<file path="config.mk">
export PLATFORM = sky130hd
export DESIGN_NAME = lph_ctrl
export DESIGN_NICKNAME = d
export VERILOG_FILES = /design/src/lph_pkg.sv /design/src/lph_ctrl.sv
export SDC_FILE = /design/constraint.sdc
export NUM_CORES = 1
export LEC_CHECK = 0
export ABC_AREA = 1
export BUFFER_PORTS_ARGS = -buffer_cell sky130_fd_sc_hd__buf_4
export CORE_AREA = 2 2 42 44
export DETAILED_ROUTE_END_ITERATION = 16
export DIE_AREA = 0 0 44 46
export PLACE_DENSITY = 0.7
export SLEW_MARGIN = 20
export SYNTH_ARGS = -nofsm -noshare
export SYNTH_HDL_FRONTEND = slang
export SYNTH_SLANG_ARGS = --single-unit
</file>
<file path="constraint.sdc">
create_clock -name clk -period 1.6 [get_ports clk]
set_input_delay 0.32 -clock clk [delete_from_list [all_inputs] [get_ports clk]]
set_output_delay 0.32 -clock clk [all_outputs]
set_load 0.01 [all_outputs]
</file>
<file path="src/lph_pkg.sv">
`default_nettype none

package lph_pkg;

  // Result status codes
  typedef enum logic [1:0] {
    ST_OK      = 2'd0,
    ST_MISSING = 2'd1,
    ST_FULL    = 2'd2
  } status_t;

  localparam logic [31:0] HASH_MULT = 32'd2654435761;

  // Controller to datapath
  typedef struct packed {
    logic    load_in;    // capture input word, seed the mixer
    logic    mix_step;   // one shift-add-xor round
    logic    mul;        // golden-ratio multiply, seed the reducer
    logic    mod_step;   // one reduction step
    logic    load_home;  // probe pointer <= home slot
    logic    adv;        // step to the next slot
    logic    clear;      // clear the used bit at the pointer, advance
    logic    wr_key;     // write key and mark used at the pointer
    logic    wr_val;     // write value at the pointer
    logic    inc_count;  // one more entry
    logic    set_res;    // latch the result of this item
    logic    res_hit;    // result carries the stored value
    status_t res_status;
    logic    load_out;   // move result into the output register
  } lph_cmd_t;

  // Datapath to controller
  typedef struct packed {
    logic op_put;
    logic mix_last;
    logic mod_last;
    logic used_q;
    logic key_eq;
    logic last_probe;
    logic last_pos;
    logic count_zero;
  } lph_sts_t;

endpackage

`default_nettype wire

</file>
<file path="src/lph_ctrl.sv">
`default_nettype none

module lph_ctrl
  import lph_pkg::*;
(
  input  wire logic     clk,
  input  wire logic     rst_n,
  input  wire logic     in_tvalid,
  output logic          in_tready,
  output logic          out_tvalid,
  input  wire logic     out_tready,
  input  wire lph_sts_t sts,
  output lph_cmd_t      cmd
);

  typedef enum logic [6:0] {
    S_CLEAR = 7'b0000001,
    S_IDLE  = 7'b0000010,
    S_MIX   = 7'b0000100,
    S_MUL   = 7'b0001000,
    S_MOD   = 7'b0010000,
    S_PROBE = 7'b0100000,
    S_FIN   = 7'b1000000
  } state_t;

  state_t state_r, state_nxt;
  logic   out_valid_r, out_valid_nxt;

  assign in_tready  = (state_r == S_IDLE);
  assign out_tvalid = out_valid_r;

  always_comb begin
    state_nxt     = state_r;
    out_valid_nxt = out_valid_r && !out_tready;
    cmd           = '0;
    cmd.res_status = ST_OK;
    case (state_r)
      S_CLEAR: begin
        cmd.clear = 1'b1;
        if (sts.last_pos) state_nxt = S_IDLE;
      end
      S_IDLE: begin
        if (in_tvalid) begin
          cmd.load_in = 1'b1;
          state_nxt   = S_MIX;
        end
      end
      S_MIX: begin
        cmd.mix_step = 1'b1;
        if (sts.mix_last) state_nxt = S_MUL;
      end
      S_MUL: begin
        cmd.mul   = 1'b1;
        state_nxt = S_MOD;
      end
      S_MOD: begin
        cmd.mod_step = 1'b1;
        if (sts.mod_last) begin
          cmd.load_home = 1'b1;
          state_nxt     = S_PROBE;
        end
      end
      S_PROBE: begin
        if (sts.op_put) begin
          if (!sts.used_q) begin
            cmd.wr_key    = 1'b1;
            cmd.wr_val    = 1'b1;
            cmd.inc_count = 1'b1;
            cmd.set_res   = 1'b1;
            state_nxt     = S_FIN;
          end else if (sts.key_eq) begin
            cmd.wr_val  = 1'b1;
            cmd.set_res = 1'b1;
            state_nxt   = S_FIN;
          end else if (sts.last_probe) begin
            cmd.set_res    = 1'b1;
            cmd.res_status = ST_FULL;
            state_nxt      = S_FIN;
          end else begin
            cmd.adv = 1'b1;
          end
        end else begin
          if (sts.used_q && sts.key_eq) begin
            cmd.set_res = 1'b1;
            cmd.res_hit = 1'b1;
            state_nxt   = S_FIN;
          end else if (sts.last_probe || sts.count_zero) begin
            cmd.set_res    = 1'b1;
            cmd.res_status = ST_MISSING;
            state_nxt      = S_FIN;
          end else begin
            cmd.adv = 1'b1;
          end
        end
      end
      S_FIN: begin
        // hold until the output register is free or being drained
        if (!out_valid_r || out_tready) begin
          cmd.load_out  = 1'b1;
          out_valid_nxt = 1'b1;
          state_nxt     = S_IDLE;
        end
      end
      default: state_nxt = S_CLEAR;
    endcase
  end

  always_ff @(posedge clk) begin
    if (!rst_n) begin
      state_r     <= S_CLEAR;
      out_valid_r <= 1'b0;
    end else begin
      state_r     <= state_nxt;
      out_valid_r <= out_valid_nxt;
    end
  end

endmodule

`default_nettype wire

</file>
==> reports/qor.csv <==
stage;metric;value;unit
placed_design;I/O Buffers;28;
floorplan;Die ar.;2020;µm²
route;WL per Instance;11.5;µm
timing;final hold vios;0;
floorplan;starting density of the core;40.9;%
global_route;vias in the first global route;659;
timing;# setup viols final;4;
timing;skew final;0.00835;ns
global_route;aggregate global routing overflow;0;
logic_synthesis;sequential-to-total area share from yosys stat;24.3;%
power;Clk pwr share;14.0;%
worst_setup_path;Worst EP required;1.28;ns
layout;post-route insts no fill;169;
placed_design;Placed Cells;160;
clock_tree;CTS Hold Bufs;0;
power;Pleak;0.000574;µW
logic_synthesis;Synthesized Nets;127;
floorplan;Die X;44;µm
global_route;gr usage total;18.5;%
clock_tree;Clock Tree Buf Depth;2;
floorplan;die height;46;µm
hold_path;HP Class;input port to flip-flop;
power;net switching power;559;µW
clock_tree;clock latency on the worst-skew pair;0.26;ns
layout;fin util;65.7;%
worst_setup_path;Critical Path Sink Type;primary output;
global_route;largest net degree at the start of global routing;7;
placed_design;RD Place Congestion;0.902;
run;Max-Cap Viols;0;
logic_synthesis;Unique masters post-synth;17;
logic_synthesis;Ys Warns;0;
route;vias;829;
timing;crit share post-route;102;%
power;Sequential Power Share;25.4;%
worst_setup_path;critical path class;flip-flop to primary output;
logic_synthesis;cell count after synthesis;115;
route;# DRC;0;
layout;Antenna Cells;0;
route;wirelength, routed;1940;µm
power;Sw Share;48.6;%
timing;worst slew pin tran;0.282;ns
power;power consumption;1150;µW
run_status;failing checks;setup timing;
run_status;outcome;finished with violations;
timing;Max Slew Vio Count;0;
clock_tree;CTS Buf Count;3;
route;DRT antenna net count;0;
timing;Setup WS post-layout;-0.0311;ns
timing;min cycle time layout;1.63;ns
clock_tree;Clk Tree Root Cell;clkbuf_4;
logic_synthesis;FF+latch count, synth;8;
placed_design;post-place setup slack;0.132;ns
timing;Achievable Freq;613;MHz
floorplan;I/O pin count;29;
clock_tree;Sink Count;8;
global_route;first-pass GRT wire length;2820;µm
floorplan;num rows;15;
global_route;antenna violations before repair;0;
logic_synthesis;cell area after synthesis;659;µm²
placed_design;detailed placement HPWL;1420;µm
layout;share of cells above drive strength 1;52.0;%
route;vias per cell;4.91;
layout;nets;166;
worst_setup_path;crit path DAT;1.31;ns
floorplan;CORE AREA;1610;µm²
route;Detailed Route Iter0 Violations;24;
timing;RSZ-0062 raised after global routing;true;
logic_synthesis;Mapped Avg Cell Area;5.73;µm²
clock_tree;CTS tree;yes;
power;Max VDD drop;0.735;mV
timing;relative slew slack;81.0;%
clock_tree;Clock transition at path regs;0.06;ns
layout;area grow syn2layout;60.7;%
clock_tree;H-tree depth;1;
power;Pwr per Cell Area;1090;nW/µm²
power;P_int;592;µW
power;combinational share of power;60.6;%
route;DRT Pass-1 Iters;4;
worst_setup_path;Setup crit start kind;flip-flop;
worst_setup_path;Worst Path Max Fanout;4;
-- synth_stat cells --
master     n  area (µm²)
nand3_2    2        20.0
dfxtp_1    8         160
nor4_1     1        6.26
nand2_2    4        25.0
nor2_4     2        22.5
nand3_1   13        65.1
nor2_2     4        25.0
nor3_1     5        25.0
nor4_2     1        12.5
buf_4      1        7.51
nand2_1   21        78.8
inv_2      5        18.8
nand2_4    1        11.3
inv_1     19        71.3
nor2_1    23        86.3
a21oi_1    4        20.0
clkinv_1   1        3.75
-- sequential cells by signal, indices dropped and copies added (netlist names) --
register / cells
out_tvalid: 1
state_r: 7
-- worst max-delay path, cell delays in order, from the launching register on --
cell     delay (ns)
dfxtp_4        0.36
inv_4          0.07
nand3_1        0.20
nor4_4         0.25
buf_4          0.18
-- worst paths after layout --
check	from	end	depth (start not counted)	slack (ns)
hold / removal	rst_n	state_r[0]	2	0.32
hold reg to reg	state_r[1]	state_r[1]	2	0.51
setup reg to reg	state_r[2]	state_r[1]	9	0.16
setup / recovery	state_r[6]	cmd[12]	4	-0.03
-- cell type report --
| type | count | area [µm²] |
|---|---|---|
| Sequential cell | 8 | 170 |
| Multi-Input combinational cell | 81 | 479 |
| Timing Repair Buffer | 35 | 270 |
| Inverter | 25 | 96.3 |
| Clock buffer | 3 | 22.5 |
| Tap cell | 17 | 21.3 |
| Fill cell | 152 | 554 |
-- power by group through the flow --
stage                     combinational, µW  clock, µW  sequential [µW]
after floorplan                         426          0              282
after global placement                  578          0              287
after detailed placement                583          0              289
after CTS                               617        163              286
after global routing                    768        176              297
final                                   697        161              293
-- through the flow --
| step | setup TNS (ns) | instance area (µm²) | hold slack (ns) |
|---|---|---|---|
| 2_1_floorplan | 0 | 659 | 0.404 |
| 3_3_place_gp | 0 | 891 | 0.510 |
| 3_5_place_dp | 0 | 891 | 0.517 |
| 4_1_cts | -0.142 | 963 | 0.323 |
| 5_1_grt | -0.932 | 1060 | 0.332 |
| 6_report | -0.0400 | 1060 | 0.324 |
-- what timing repair did --
action                                 in CTS  in global routing
gates resized for setup                    11                 21
buffers inserted                            2                  4
pin swaps                                   3                  5
endpoints found under the hold margin       0                  0
setup endpoints to repair                  10                 14
-- cell usage in the layout, fill, tap and decap left out, types with 2 or more instances in the layout --
cell type / count
nand2_1: 16
nor2_4: 4
inv_1: 17
nand3_1: 13
clkbuf_4: 3
a21oi_1: 3
nor2_2: 8
nand2_4: 2
nand2_2: 8
dfxtp_1: 4
dfxtp_4: 2
inv_2: 6
nand3_2: 2
nor2_1: 17
buf_6: 2
buf_4: 33
nor3_2: 3
dfxtp_2: 2
-- metal layers --
metal	share of wire (%)	track usage, %
met1	42	23.8
met2	50	31.5
met3	8.1	4.76
met4	0.26	3.03
met5	0	0
-- kinds of logic (layout without fill, tap and decap cells) --
logic type	count (synthesis)	count (layout)	synth area share (%)
buffers and inverters	26	63	15.4
AO/OA/AOI/OAI	4	4	3.04
AND/OR/NAND/NOR	77	77	57.3
flip-flops	8	8	24.3
Note: power is estimated with default switching activity, not from simulation.
